`src/rtl/tbs_pkg.sv`:
```
// tbs_pkg: shared types and constants for the barycentric triangle subdivider.
// No dependencies; used by tbs_unit and triangle_barycentric_subdivider.
`default_nettype none

package tbs_pkg;

   // vertex axes x, y, z handled one at a time by the shared unit
   localparam int NUM_AXES        = 3;
   localparam int AXIS_WIDTH      = 2;

   // leaf path layout
   localparam int DIGIT_WIDTH     = 3;
   localparam int PATH_WIDTH      = 18;
   localparam int PATH_DIGITS     = 6;
   localparam int DIGIT_IDX_WIDTH = 3;

   // subdivision depth register
   localparam int DEPTH_WIDTH     = 3;

   typedef logic [DIGIT_WIDTH-1:0] digit_type;

   // sub-triangle selected by a path digit (third vertex is always the centroid)
   localparam digit_type SUB_A_MAB = 3'd0;
   localparam digit_type SUB_MAB_B = 3'd1;
   localparam digit_type SUB_B_MBC = 3'd2;
   localparam digit_type SUB_MBC_C = 3'd3;
   localparam digit_type SUB_C_MCA = 3'd4;
   localparam digit_type SUB_MCA_A = 3'd5;
   localparam digit_type MAX_DIGIT = SUB_MCA_A;

   // response error codes
   localparam logic ERR_OK        = 1'b0;
   localparam logic ERR_BAD_DIGIT = 1'b1;

   // sequencer to unit: one axis of one level
   typedef struct packed {
      logic                  issue;
      logic [AXIS_WIDTH-1:0] axis;
      digit_type             digit;
   } unit_ctl_type;

   // unit to sequencer: result write-back
   typedef struct packed {
      logic                  valid;
      logic [AXIS_WIDTH-1:0] axis;
   } unit_res_type;

endpackage

`default_nettype wire

```
`src/rtl/tbs_unit.sv`:
```
// tbs_unit: shared midpoint / centroid unit, one coordinate axis per request.
// Two steps: sums and sub-triangle select, then exact divide by three.
// Depends on tbs_pkg.
`default_nettype none

module tbs_unit #(
   parameter int COORD_WIDTH = 32
) (
   input  wire logic                          clock,
   input  wire logic                          reset,
   input  wire tbs_pkg::unit_ctl_type         ctl,
   input  wire logic signed [COORD_WIDTH-1:0] a_coord,
   input  wire logic signed [COORD_WIDTH-1:0] b_coord,
   input  wire logic signed [COORD_WIDTH-1:0] c_coord,
   output tbs_pkg::unit_res_type              res,
   output logic signed [COORD_WIDTH-1:0]      new_a,
   output logic signed [COORD_WIDTH-1:0]      new_b,
   output logic signed [COORD_WIDTH-1:0]      centroid
);

   localparam int SUM_W = COORD_WIDTH + 2;
   localparam int ND    = (COORD_WIDTH + 3) / 2;   // base-4 digits of the biased sum
   localparam int QW    = 2 * ND;
   localparam int LG    = $clog2(ND);
   // bias of 3 * 2^(CW-1) makes the sum non-negative and keeps it a multiple of 3 away
   localparam logic [SUM_W-1:0] BIAS = SUM_W'(3) << (COORD_WIDTH - 1);

   // add two residues mod 3
   function automatic logic [1:0] add_mod3(input logic [1:0] x, input logic [1:0] y);
      logic [2:0] s;
      s = {1'b0, x} + {1'b0, y};
      return (s >= 3'd3) ? 2'(s - 3'd3) : s[1:0];
   endfunction

   // quotient digit of (4*r + d) / 3
   function automatic logic [1:0] quot_digit(input logic [1:0] r, input logic [1:0] d);
      logic [1:0] q;
      unique case ({r, d})
         4'b0000, 4'b0001, 4'b0010: q = 2'd0;
         4'b0011, 4'b0100, 4'b0101: q = 2'd1;
         4'b0110, 4'b0111, 4'b1000: q = 2'd2;
         4'b1001, 4'b1010, 4'b1011: q = 2'd3;
         default:                   q = 2'd0;
      endcase
      return q;
   endfunction

   // first step: midpoints, biased three-way sum, sub-triangle select
   logic signed [COORD_WIDTH:0]   sum_ab, sum_bc, sum_ca;
   logic signed [COORD_WIDTH-1:0] mab, mbc, mca, sel_a, sel_b;
   logic [SUM_W-1:0]              sum3, biased;

   always_comb begin
      sum_ab = {a_coord[COORD_WIDTH-1], a_coord} + {b_coord[COORD_WIDTH-1], b_coord};
      sum_bc = {b_coord[COORD_WIDTH-1], b_coord} + {c_coord[COORD_WIDTH-1], c_coord};
      sum_ca = {c_coord[COORD_WIDTH-1], c_coord} + {a_coord[COORD_WIDTH-1], a_coord};
      // arithmetic halving rounds toward minus infinity
      mab    = sum_ab[COORD_WIDTH:1];
      mbc    = sum_bc[COORD_WIDTH:1];
      mca    = sum_ca[COORD_WIDTH:1];
      sum3   = {sum_ab[COORD_WIDTH], sum_ab} + {{2{c_coord[COORD_WIDTH-1]}}, c_coord};
      biased = sum3 + BIAS;
      unique case (ctl.digit)
         tbs_pkg::SUB_A_MAB: begin sel_a = a_coord; sel_b = mab;     end
         tbs_pkg::SUB_MAB_B: begin sel_a = mab;     sel_b = b_coord; end
         tbs_pkg::SUB_B_MBC: begin sel_a = b_coord; sel_b = mbc;     end
         tbs_pkg::SUB_MBC_C: begin sel_a = mbc;     sel_b = c_coord; end
         tbs_pkg::SUB_C_MCA: begin sel_a = c_coord; sel_b = mca;     end
         tbs_pkg::SUB_MCA_A: begin sel_a = mca;     sel_b = a_coord; end
         default:            begin sel_a = a_coord; sel_b = b_coord; end
      endcase
   end

   // stage register
   logic                             s1_valid_ff, s1_valid_in;
   logic [tbs_pkg::AXIS_WIDTH-1:0]   s1_axis_ff;
   logic signed [COORD_WIDTH-1:0]    s1_a_ff, s1_b_ff;
   logic [SUM_W-1:0]                 s1_biased_ff;
   logic                             s1_neg_ff;

   assign s1_valid_in = ctl.issue;

   always_ff @(posedge clock) begin
      if (reset) begin
         s1_valid_ff <= 1'b0;
      end else begin
         s1_valid_ff <= s1_valid_in;
      end
   end

   always_ff @(posedge clock) begin
      s1_axis_ff   <= ctl.axis;
      s1_a_ff      <= sel_a;
      s1_b_ff      <= sel_b;
      s1_biased_ff <= biased;
      s1_neg_ff    <= sum3[SUM_W-1];
   end

   // second step: divide by three with a mod-3 prefix over base-4 digits
   logic [QW-1:0]          u_pad;
   logic [QW-1:0]          quo;
   logic [1:0]             pre [LG+1][ND];
   logic [1:0]             r_in;
   logic [1:0]             rem;
   logic [COORD_WIDTH-1:0] quo_trunc;

   always_comb begin
      u_pad = QW'(s1_biased_ff);
      // residue of each digit (4 = 1 mod 3, so digits simply add)
      for (int i = 0; i < ND; i++) begin
         pre[0][i] = (u_pad[2*i +: 2] == 2'd3) ? 2'd0 : u_pad[2*i +: 2];
      end
      // suffix sums from the top digit down
      for (int l = 0; l < LG; l++) begin
         for (int i = 0; i < ND; i++) begin
            if (i + (1 << l) < ND) begin
               pre[l+1][i] = add_mod3(pre[l][i], pre[l][i + (1 << l)]);
            end else begin
               pre[l+1][i] = pre[l][i];
            end
         end
      end
      quo = '0;
      for (int i = 0; i < ND; i++) begin
         r_in = (i == ND - 1) ? 2'd0 : pre[LG][(i == ND - 1) ? i : i + 1];
         quo[2*i +: 2] = quot_digit(r_in, u_pad[2*i +: 2]);
      end
      rem = pre[LG][0];
      // remove the bias, then step toward zero for an inexact negative sum
      quo_trunc = {~quo[COORD_WIDTH-1], quo[COORD_WIDTH-2:0]}
                + COORD_WIDTH'(s1_neg_ff && (rem != 2'd0));
   end

   assign res.valid = s1_valid_ff;
   assign res.axis  = s1_axis_ff;
   assign new_a     = s1_a_ff;
   assign new_b     = s1_b_ff;
   assign centroid  = signed'(quo_trunc);

endmodule

`default_nettype wire

```
`src/rtl/triangle_barycentric_subdivider.sv`:
```
// triangle_barycentric_subdivider: top level, sequencer and response register.
// Depends on tbs_pkg and tbs_unit.
`default_nettype none

// Walks one triangle down its leaf path, one subdivision level after another, and
// returns the leaf triangle. The shared midpoint/centroid unit handles one axis per
// cycle, so a request occupies the block until every axis of every level is done
// (no levels at depth zero, fewer when a digit of 6 or 7 ends the walk); depth is
// min(subdivision_depth, MAX_DEPTH). req_tready is high only between requests. A
// finished response sits in the output register while the next request is taken.
// subdivision_depth is written through the csr channel, which is always ready.
module triangle_barycentric_subdivider #(
   parameter int MAX_DEPTH   = 6,
   parameter int COORD_WIDTH = 32
) (
   input  wire logic                                  clock,
   input  wire logic                                  reset,
   // request: ax, ay, az, bx, by_coord, bz, cx, cy, cz, leaf_path (lowest first)
   input  wire logic                                  req_tvalid,
   output logic                                       req_tready,
   input  wire logic [((9*COORD_WIDTH+tbs_pkg::PATH_WIDTH+7)/8)*8-1:0] req_tdata,
   // response: p0x, p0y, p0z, p1x, p1y, p1z, p2x, p2y, p2z (lowest first)
   output logic                                       rsp_tvalid,
   input  wire logic                                  rsp_tready,
   output logic [((9*COORD_WIDTH+7)/8)*8-1:0]         rsp_tdata,
   // response: error_code
   output logic [0:0]                                 rsp_tuser,
   // subdivision_depth write
   input  wire logic                                  csr_valid,
   output logic                                       csr_ready,
   input  wire logic [tbs_pkg::DEPTH_WIDTH-1:0]       csr_wdata
);

   localparam int RSP_W  = ((9 * COORD_WIDTH + 7) / 8) * 8;
   localparam int LVL_W  = $clog2(MAX_DEPTH + 1);
   localparam int CNT_W  = (LVL_W > tbs_pkg::DEPTH_WIDTH) ? LVL_W : tbs_pkg::DEPTH_WIDTH;
   localparam int NA     = tbs_pkg::NUM_AXES;
   localparam logic [tbs_pkg::AXIS_WIDTH-1:0] AXIS_LAST = tbs_pkg::AXIS_WIDTH'(NA - 1);

   typedef enum logic [1:0] {
      ST_IDLE,
      ST_RUN,
      ST_DRAIN,
      ST_FINISH
   } state_type;

   state_type                                state_ff, state_in;
   logic [tbs_pkg::DEPTH_WIDTH-1:0]          depth_ff, depth_in;
   logic signed [COORD_WIDTH-1:0]            va_ff [NA];
   logic signed [COORD_WIDTH-1:0]            vb_ff [NA];
   logic signed [COORD_WIDTH-1:0]            vc_ff [NA];
   logic signed [COORD_WIDTH-1:0]            va_in [NA];
   logic signed [COORD_WIDTH-1:0]            vb_in [NA];
   logic signed [COORD_WIDTH-1:0]            vc_in [NA];
   logic [tbs_pkg::PATH_DIGITS-1:0][tbs_pkg::DIGIT_WIDTH-1:0] path_ff, path_in;
   logic [CNT_W-1:0]                         level_ff, level_in;
   logic [tbs_pkg::AXIS_WIDTH-1:0]           axis_ff, axis_in;
   logic                                     err_ff, err_in;
   logic                                     rsp_valid_ff, rsp_valid_in;
   logic [RSP_W-1:0]                         rsp_data_ff, rsp_data_in;
   logic                                     rsp_err_ff, rsp_err_in;

   logic [CNT_W-1:0]                         depth_ext, eff_depth, lvl_idx;
   tbs_pkg::digit_type                       digit;
   logic                                     bad_digit;
   logic                                     rsp_load;

   tbs_pkg::unit_ctl_type                    ctl;
   tbs_pkg::unit_res_type                    res;
   logic signed [COORD_WIDTH-1:0]            new_a, new_b, centroid;

   // shared arithmetic unit
   tbs_unit #(
      .COORD_WIDTH (COORD_WIDTH)
   ) u_unit (
      .clock    (clock),
      .reset    (reset),
      .ctl      (ctl),
      .a_coord  (va_ff[ctl.axis]),
      .b_coord  (vb_ff[ctl.axis]),
      .c_coord  (vc_ff[ctl.axis]),
      .res      (res),
      .new_a    (new_a),
      .new_b    (new_b),
      .centroid (centroid)
   );

   // effective depth and the digit of the current level
   always_comb begin
      depth_ext = CNT_W'(depth_ff);
      eff_depth = (depth_ext > CNT_W'(MAX_DEPTH)) ? CNT_W'(MAX_DEPTH) : depth_ext;
      lvl_idx   = level_ff - CNT_W'(1);
      digit     = (lvl_idx < CNT_W'(tbs_pkg::PATH_DIGITS))
                ? path_ff[lvl_idx[tbs_pkg::DIGIT_IDX_WIDTH-1:0]] : '0;
      bad_digit = digit > tbs_pkg::MAX_DIGIT;
   end

   // sequencer
   always_comb begin
      state_in     = state_ff;
      depth_in     = depth_ff;
      path_in      = path_ff;
      level_in     = level_ff;
      axis_in      = axis_ff;
      err_in       = err_ff;
      va_in        = va_ff;
      vb_in        = vb_ff;
      vc_in        = vc_ff;
      rsp_load     = 1'b0;
      ctl.issue    = 1'b0;
      ctl.axis     = axis_ff;
      ctl.digit    = digit;

      // config register
      if (csr_valid) begin
         depth_in = csr_wdata;
      end

      // unit write-back
      if (res.valid) begin
         va_in[res.axis] = new_a;
         vb_in[res.axis] = new_b;
         vc_in[res.axis] = centroid;
      end

      unique case (state_ff)
         ST_IDLE: begin
            if (req_tvalid) begin
               for (int k = 0; k < NA; k++) begin
                  va_in[k] = req_tdata[k*COORD_WIDTH +: COORD_WIDTH];
                  vb_in[k] = req_tdata[(NA+k)*COORD_WIDTH +: COORD_WIDTH];
                  vc_in[k] = req_tdata[(2*NA+k)*COORD_WIDTH +: COORD_WIDTH];
               end
               path_in  = req_tdata[3*NA*COORD_WIDTH +: tbs_pkg::PATH_WIDTH];
               err_in   = tbs_pkg::ERR_OK;
               level_in = eff_depth;
               axis_in  = '0;
               state_in = (eff_depth == '0) ? ST_FINISH : ST_RUN;
            end
         end
         ST_RUN: begin
            if (bad_digit) begin
               err_in   = tbs_pkg::ERR_BAD_DIGIT;
               state_in = ST_FINISH;
            end else begin
               ctl.issue = 1'b1;
               if (axis_ff == AXIS_LAST) begin
                  axis_in = '0;
                  if (level_ff == CNT_W'(1)) begin
                     state_in = ST_DRAIN;
                  end else begin
                     level_in = level_ff - CNT_W'(1);
                  end
               end else begin
                  axis_in = axis_ff + tbs_pkg::AXIS_WIDTH'(1);
               end
            end
         end
         ST_DRAIN: begin
            state_in = ST_FINISH;
         end
         ST_FINISH: begin
            if (!rsp_valid_ff || rsp_tready) begin
               rsp_load = 1'b1;
               state_in = ST_IDLE;
            end
         end
         default: begin
            state_in = ST_IDLE;
         end
      endcase
   end

   // response register
   always_comb begin
      rsp_data_in = rsp_data_ff;
      rsp_err_in  = rsp_err_ff;
      if (rsp_load) begin
         rsp_data_in = '0;
         rsp_err_in  = err_ff;
         if (err_ff == tbs_pkg::ERR_OK) begin
            for (int k = 0; k < NA; k++) begin
               rsp_data_in[k*COORD_WIDTH +: COORD_WIDTH]        = va_ff[k];
               rsp_data_in[(NA+k)*COORD_WIDTH +: COORD_WIDTH]   = vb_ff[k];
               rsp_data_in[(2*NA+k)*COORD_WIDTH +: COORD_WIDTH] = vc_ff[k];
            end
         end
      end
      priority if (rsp_load) begin
         rsp_valid_in = 1'b1;
      end else if (rsp_tready) begin
         rsp_valid_in = 1'b0;
      end else begin
         rsp_valid_in = rsp_valid_ff;
      end
   end

   // control state and registered outputs
   always_ff @(posedge clock) begin
      if (reset) begin
         state_ff     <= ST_IDLE;
         depth_ff     <= '0;
         rsp_valid_ff <= 1'b0;
         level_ff     <= '0;
         axis_ff      <= '0;
         err_ff       <= tbs_pkg::ERR_OK;
      end else begin
         state_ff     <= state_in;
         depth_ff     <= depth_in;
         rsp_valid_ff <= rsp_valid_in;
         level_ff     <= level_in;
         axis_ff      <= axis_in;
         err_ff       <= err_in;
      end
   end

   // payload
   always_ff @(posedge clock) begin
      va_ff       <= va_in;
      vb_ff       <= vb_in;
      vc_ff       <= vc_in;
      path_ff     <= path_in;
      rsp_data_ff <= rsp_data_in;
      rsp_err_ff  <= rsp_err_in;
   end

   assign req_tready   = (state_ff == ST_IDLE);
   assign rsp_tvalid   = rsp_valid_ff;
   assign rsp_tdata    = rsp_data_ff;
   assign rsp_tuser[0] = rsp_err_ff;
   assign csr_ready    = 1'b1;

endmodule

`default_nettype wire

```
`config.mk`:
```
export PLATFORM = sky130hd
export DESIGN_NAME = triangle_barycentric_subdivider
export DESIGN_NICKNAME = d
export VERILOG_FILES = /design/src/rtl/tbs_pkg.sv /design/src/rtl/tbs_unit.sv /design/src/rtl/triangle_barycentric_subdivider.sv
export SDC_FILE = /design/constraint.sdc
export NUM_CORES = 2
export LEC_CHECK = 0
export BUFFER_PORTS_ARGS = -buffer_cell sky130_fd_sc_hd__buf_2
export CAP_MARGIN = 25
export CORE_UTILIZATION = 59
export CTS_CLUSTER_DIAMETER = 150
export DETAILED_ROUTE_END_ITERATION = 16
export PLACE_DENSITY = 0.9
export SLEW_MARGIN = 40
export SYNTH_ARGS = -nofsm -noshare
export SYNTH_HDL_FRONTEND = slang
export SYNTH_SLANG_ARGS = --single-unit
```
`constraint.sdc`:
```
create_clock -name clock -period 22.5 [get_ports clock]
set_input_delay 4.5 -clock clock [delete_from_list [all_inputs] [get_ports clock]]
set_output_delay 4.5 -clock clock [all_outputs]
set_load 0.02 [all_outputs]
```
# After elaboration in Yosys (flattened, before gate mapping)
# Memory sizes are Yosys's and may differ from the RTL's.
# Cells that the tools add are included.
# totals
wordCells	401
latch_bits	0
output_inout_bits	292
mem_count	16
in_bits	320
ramBits	0
register_bits	709
romBits	512
# mem_list
name	words	width	rd	rd_clocked_by_memory_dff	wr	line	source
(name not given)	16	2	1	0	0	tbs_unit.sv:38	unique case ({r, d})
(name not given)	16	2	1	0	0	tbs_unit.sv:38	
(name not given)	16	2	1	0	0	tbs_unit.sv:38	
(name not given)	16	2	1	0	0	tbs_unit.sv:38	
(name not given)	16	2	1	0	0	tbs_unit.sv:38	
(name not given)	16	2	1	0	0	tbs_unit.sv:38	
10 more memories	n/a	n/a	n/a	n/a	n/a	n/a	
# op_classes
n_mux	124
div	0
n_reduce_logical	16
bitwise_logic	4
shifts	0
multipliers	0
n_eq_ne	35
addsub	116
n_lt_le_gt_ge	61
# op_table
operator	count
two-way mux 96 bit	9
case mux 32 bit (5 select lines)	2
bitwise mux 96 bit	3
two-way mux 32 bit	7
binary-select mux 32 bit (select 2 bit)	3
adder 2 x 2 -> 3 bit	54
>= comparator 3 x 2 -> 1 bit (second input constant)	54
two-way mux 2 bit	80
subtractor 2 bit (second input constant)	54
adder 32 x 32 -> 33 bit	3
demux 32 bit (select 2 bit)	1
== test 2 bit (second input constant)	20
adder 33 x 32 -> 34 bit	1
adder 34 x 33 -> 34 bit (second input constant)	1
adder 32 x 1 -> 32 bit	1
two-way mux 3 bit	7
!= test 2 bit (second input constant)	6
binary-select mux 3 bit (select 3 bit)	1
case mux 2 bit (4 select lines)	1
two-way mux 1 bit	7
== test 3 x 1 -> 1 bit (second input constant)	2
== test 3 x 2 -> 1 bit (second input constant)	2
== test 3 bit (second input constant)	2
>= comparator 3 bit (second input constant)	2
24 further kinds	33

# Logic depth before layout (Yosys ltp)
# logic_depth
ltp_word	24
mapped_depth	44
ltp_nobuf	41

# Cells and area by module
# A second synthesis with hierarchy kept.
# unflattened
cells_unflattened	4863
area_unflattened_um2	44373.8
# by_module_without_submodules
module	instances	cells_per_inst	seq_area_each_um2	area_each_um2
triangle_barycentric_subdivider	1	2311	15224.6	25608.3
tbs_unit	1	2552	2042.0	18765.5

# Worst setup path after synthesis
# Ideal clock, no wire load.
# synth_timing
path_type	input -> register
start	input port rsp_tready
end	register rsp_data_ff[0], in the netlist rsp_tdata[0], enable pin
stages	2
required_ns	21.520
slack_ns	4.222
arrival_ns	17.299
path_buffers	0
setup_time_ns	0.980
path_cell_list	nor2b_1 -> nor2b_1
# synth_via
elab_chain_cells	3
# synth_rtl
element	line	source
from (decl)	triangle_barycentric_subdivider.sv:24	input wire logic rsp_tready,
logical OR 1 bit	triangle_barycentric_subdivider.sv:163	if (!rsp_valid_ff || rsp_tready) begin
two-way mux 1 bit	triangle_barycentric_subdivider.sv:163	
two-way mux 1 bit	triangle_barycentric_subdivider.sv:126	unique case (state_ff)
net rsp_load	triangle_barycentric_subdivider.sv:66	logic rsp_load;
to (signal assigned)	triangle_barycentric_subdivider.sv:223	rsp_data_ff <= rsp_data_in;
to (decl)	triangle_barycentric_subdivider.sv:60	logic [RSP_W-1:0] rsp_data_ff, rsp_data_in;
# The timed path passes the listed nets, and every way through them passes these cells.
# A chain may end at the register's enable or synchronous reset.

==> flow_summary.html <==
<table>
<tr><th>Metric</th><th>Value</th></tr>
<tr><th colspan="2">Worst hold path</th></tr>
<tr><td>End point of the worst hold path</td><td>level_ff[1]</td></tr>
<tr><td>Hold path cells</td><td>2</td></tr>
<tr><td>Origin of the worst min-delay path</td><td>level_ff[1]</td></tr>
<tr><td>Class of the tightest hold or removal check</td><td>register to register</td></tr>
<tr><th colspan="2">STA</th></tr>
<tr><td>Final setup TNS</td><td>0 ns</td></tr>
<tr><td>Slew Viols, Final</td><td>0</td></tr>
<tr><td>Final-report setup violation count</td><td>0</td></tr>
<tr><td>Final critical-path required period</td><td>10.73 ns</td></tr>
<tr><td>Slew HR</td><td>0.320</td></tr>
<tr><td>Unrepaired setup endpoints after global routing</td><td>false</td></tr>
<tr><td>Fin Clk Skew</td><td>0.0487 ns</td></tr>
<tr><td>Least-Margin Pin Slew</td><td>1.02 ns</td></tr>
<tr><td>Final cycle utilization of the critical path</td><td>0.477</td></tr>
<tr><td>Top achievable clock speed</td><td>0.0932 GHz</td></tr>
<tr><td>Final hold vios</td><td>0</td></tr>
<tr><th colspan="2">Route</th></tr>
<tr><td>Antenna Nets Post-Route</td><td>0</td></tr>
<tr><td>Number of DRC markers in iteration 0</td><td>6846</td></tr>
<tr><td>Post-DR wirelength/cell</td><td>26.0 microns</td></tr>
<tr><td>Wire length after detailed routing</td><td>168000 microns</td></tr>
<tr><td>Count of vias placed by the detailed router</td><td>43100</td></tr>
<tr><td>Router iterations before antenna repair</td><td>7</td></tr>
<tr><td>Detailed-route vias per instance</td><td>6.64</td></tr>
<tr><td>Residual DRC count</td><td>0</td></tr>
<tr><th colspan="2">Synth</th></tr>
<tr><td>Distinct cells, synth</td><td>92</td></tr>
<tr><td>Post-synthesis instance area</td><td>0.0428 sq mm</td></tr>
<tr><td>Cells taking the most area after synthesis</td><td>sky130_fd_sc_hd__edfxtp_1 22%, sky130_fd_sc_hd__dfxtp_1 19%, sky130_fd_sc_hd__ha_1 7.1%</td></tr>
<tr><td>Area share of the leading cell type in the synthesized netlist</td><td>0.216</td></tr>
<tr><td>Syn avg cell area</td><td>8.64 sq um</td></tr>
<tr><td>Synth area leader</td><td>sky130_fd_sc_hd__edfxtp_1</td></tr>
<tr><td>Number of warnings printed during yosys synthesis</td><td>0</td></tr>
<tr><td>Register area share after synthesis</td><td>0.404</td></tr>
<tr><td>Number of instances in the synthesized netlist</td><td>4947</td></tr>
<tr><td>Synth async-reset ratio</td><td>0</td></tr>
<tr><td>Number of synthesized flops with an enable pin</td><td>307</td></tr>
<tr><td>Post-Syn Nets</td><td>5568</td></tr>
<tr><td>Yosys reg bits</td><td>709</td></tr>
<tr><td>Most common flop cell mapped by yosys</td><td>sky130_fd_sc_hd__dfxtp_1</td></tr>
<tr><th colspan="2">Cells and area</th></tr>
<tr><td>Filler cell count in the final layout</td><td>5274</td></tr>
<tr><td>Layout Nets</td><td>6074</td></tr>
<tr><td>Commonest non-fill, non-tap cells in the layout</td><td>765 x sky130_fd_sc_hd__nand2_1, 605 x sky130_fd_sc_hd__buf_2, 451 x sky130_fd_sc_hd__nor2_1</td></tr>
<tr><td>Multi-input gate area</td><td>0.0241 sq mm</td></tr>
<tr><td>Most common cell after layout, fill and taps aside</td><td>sky130_fd_sc_hd__nand2_1</td></tr>
<tr><td>Post-route cell area</td><td>0.0494 sq mm</td></tr>
<tr><td>FF+latch area</td><td>0.0173 sq mm</td></tr>
<tr><td>Area grow syn2layout</td><td>15.4%</td></tr>
<tr><td>Fraction of layout cells with a size suffix above 1</td><td>0.158</td></tr>
<tr><th colspan="2">Clock tree</th></tr>
<tr><td>Worst-skew pair later-pin latency</td><td>0.64 ns</td></tr>
<tr><td>Number of setup buffers added after CTS</td><td>0</td></tr>
<tr><td>CTS resizes</td><td>0</td></tr>
<tr><td>H-tree level count</td><td>3</td></tr>
<tr><td>Max Root-Sink Buffers</td><td>3</td></tr>
<tr><td>Clock transition at the registers of the reported paths</td><td>0.06 ns</td></tr>
<tr><td>Hold buffer count at cts</td><td>0</td></tr>
<tr><td>Buffer type at the clock tree root</td><td>sky130_fd_sc_hd__clkbuf_16</td></tr>
<tr><td>CTS tree</td><td>yes</td></tr>
<tr><td>Total clock sinks</td><td>709</td></tr>
<tr><td>Number of buffers created by CTS</td><td>73</td></tr>
<tr><th colspan="2">Setup path</th></tr>
<tr><td>Critical register-to-register path endpoint</td><td>vc_ff[94]</td></tr>
<tr><td>Setup CP Type</td><td>register to register</td></tr>
<tr><td>Worst path arrival time</td><td>11.30 ns</td></tr>
<tr><td>Required arrival time at the worst endpoint</td><td>23.06 ns</td></tr>
<tr><td>Biggest fanout along the worst timing path</td><td>9</td></tr>
<tr><td>Slowest stage cell, crit path</td><td>sky130_fd_sc_hd__dfxtp_1</td></tr>
<tr><td>Logic depth of the worst register-to-register path</td><td>33</td></tr>
<tr><td>Reg2Reg Launch Point</td><td>u_unit.s1_biased_ff[25]</td></tr>
<tr><td>Maximum single-stage delay on the critical path</td><td>0.52 ns</td></tr>
<tr><td>Reg2Reg Setup Slack</td><td>11.77 ns</td></tr>
<tr><td>Critical path launch point type</td><td>register</td></tr>
<tr><td>Kind of capture point of the worst setup path</td><td>register</td></tr>
<tr><td>Crit path top cell by count</td><td>sky130_fd_sc_hd__ha_1</td></tr>
<tr><th colspan="2">Floorplanning</th></tr>
<tr><td>Die Y</td><td>271 microns</td></tr>
<tr><td>Die Span X</td><td>271 microns</td></tr>
<tr><td>Area of the die</td><td>0.0736 sq mm</td></tr>
<tr><td>I/O pin count</td><td>612</td></tr>
<tr><td>Total core area</td><td>0.0716 sq mm</td></tr>
<tr><td>Number of placement rows</td><td>98</td></tr>
<tr><td>Starting utilization of the core area</td><td>0.597</td></tr>
<tr><th colspan="2">Run</th></tr>
<tr><td>MaxCap Viol Count</td><td>0</td></tr>
<tr><th colspan="2">Placement</th></tr>
<tr><td>Port Buffer Count</td><td>604</td></tr>
<tr><td>RD Place Congestion</td><td>1.04</td></tr>
<tr><td>Detailed placer's ending HPWL</td><td>123000 microns</td></tr>
<tr><td>Cell area after placement</td><td>0.0469 sq mm</td></tr>
<tr><th colspan="2">Global routing</th></tr>
<tr><td>Maximum number of pins on one net before global-route repair</td><td>99</td></tr>
<tr><td>Number of global-route vias before repair</td><td>39200</td></tr>
<tr><td>Antenna violations before repair</td><td>25</td></tr>
<tr><td>GRT overflow</td><td>0</td></tr>
<tr><td>Wire length of the first global-routing pass</td><td>244000 microns</td></tr>
<tr><td>Global Route Usage Sum</td><td>0.439</td></tr>
<tr><th colspan="2">Status</th></tr>
<tr><td>Status</td><td>finished, final reports clean</td></tr>
</table>
==> worst max path at each step <==
stage,from,endpoint,slack (ns),cells after the start
after CTS,u_unit.s1_biased_ff[25],vc_ff[94],12.07,33
after floorplan,rsp_tready,rsp_tdata[0],4.22,2
after global routing,u_unit.s1_biased_ff[33],vc_ff[94],11.25,39
after global placement,u_unit.s1_biased_ff[25],vc_ff[94],12.31,33
final,u_unit.s1_biased_ff[25],vc_ff[94],11.77,33
after detailed placement,u_unit.s1_biased_ff[25],vc_ff[94],12.10,33
==> flip-flops by register name, summed over array words and instances (netlist names), 3 cells and up <==
register / flops
depth_ext: 3
level_ff: 3
path_ff: 18
rsp_tdata: 288
u_unit.new_a: 32
u_unit.new_b: 32
u_unit.s1_biased_ff: 34
va_ff: 96
vb_ff: 96
vc_ff: 96
==> Yosys cell counts, drive strengths merged, types with 7 or more instances <==
cell type	n
nor3	64
or3	37
a2111oi	10
and2	12
ha	243
clkbuf	247
buf	28
o22a	7
a211oi	41
dfxtp	402
nor3b	18
a21o	76
nand3b	14
o22ai	46
o211ai	28
nor2b	367
nand3	59
nand4	21
a22oi	13
a21oi	300
a31oi	257
o31ai	10
nand2b	20
mux2i	131
maj3	7
xor2	56
a221oi	22
or4	9
fa	58
nor2	454
nand2	766
xnor2	81
nor4	7
o221ai	16
and3	50
edfxtp	307
o21bai	14
o21ai	366
o21a	40
inv	135
==> per-layer routing <==
layer | share of wire | global-route usage | wire length, microns
met2 | 0.43 | 0.658 | 72300
met4 | 0.069 | 0.258 | 11500
met1 | 0.37 | 0.576 | 61800
met3 | 0.13 | 0.108 | 22700
met5 | 0.00026 | 0 | 44
==> cell families (layout without fill, tap and decap cells) <==
logic type	Yosys count	after routing	synth area share
AO/OA/AOI/OAI	1327	1327	0.190
adder cells (fa/ha/maj)	308	308	0.0999
other	1	21	0.0000877
flip-flops	709	709	0.404
AND/OR/NAND/NOR	1919	1919	0.209
buffers and inverters	411	978	0.0363
multiplexers	135	135	0.0325
XOR/XNOR	137	137	0.0281
==> stage by stage <==
stage / instances / hold slack [ns] / utilization / worst slack [ns]
2_1_floorplan: 4947 / 0.326 / - / 4.22
3_3_place_gp: 6325 / 0.441 / 0.653 / 12.31
3_5_place_dp: 6327 / 0.447 / 0.654 / 12.10
4_1_cts: 6463 / 0.453 / 0.688 / 12.07
5_1_grt: 6479 / 0.490 / 0.689 / 11.25
6_report: 6484 / 0.451 / 0.689 / 11.77
==> worst max-delay path, delay by kind of cell, from the launching register on <==
kind                       cells  cell delay (ns)
AOI/OAI and AO/OA              8             2.51
DFF                            1             0.52
adders and majority gates     15             4.47
and+or+nand+nor               10             3.18
==> final cells by class <==
type / instances / share of cell area
Antenna cell: 20 / 0.00101
Tap cell: 950 / 0.0241
Clock inverter: 32 / 0.00753
Multi-Input combinational cell: 3827 / 0.488
Clock buffer: 104 / 0.0408
Timing Repair Buffer: 706 / 0.0780
Inverter: 136 / 0.0104
Sequential cell: 709 / 0.350
Power is not shown: default switching activity piles up to over one toggle a cycle in this logic, so the estimate is an artifact.
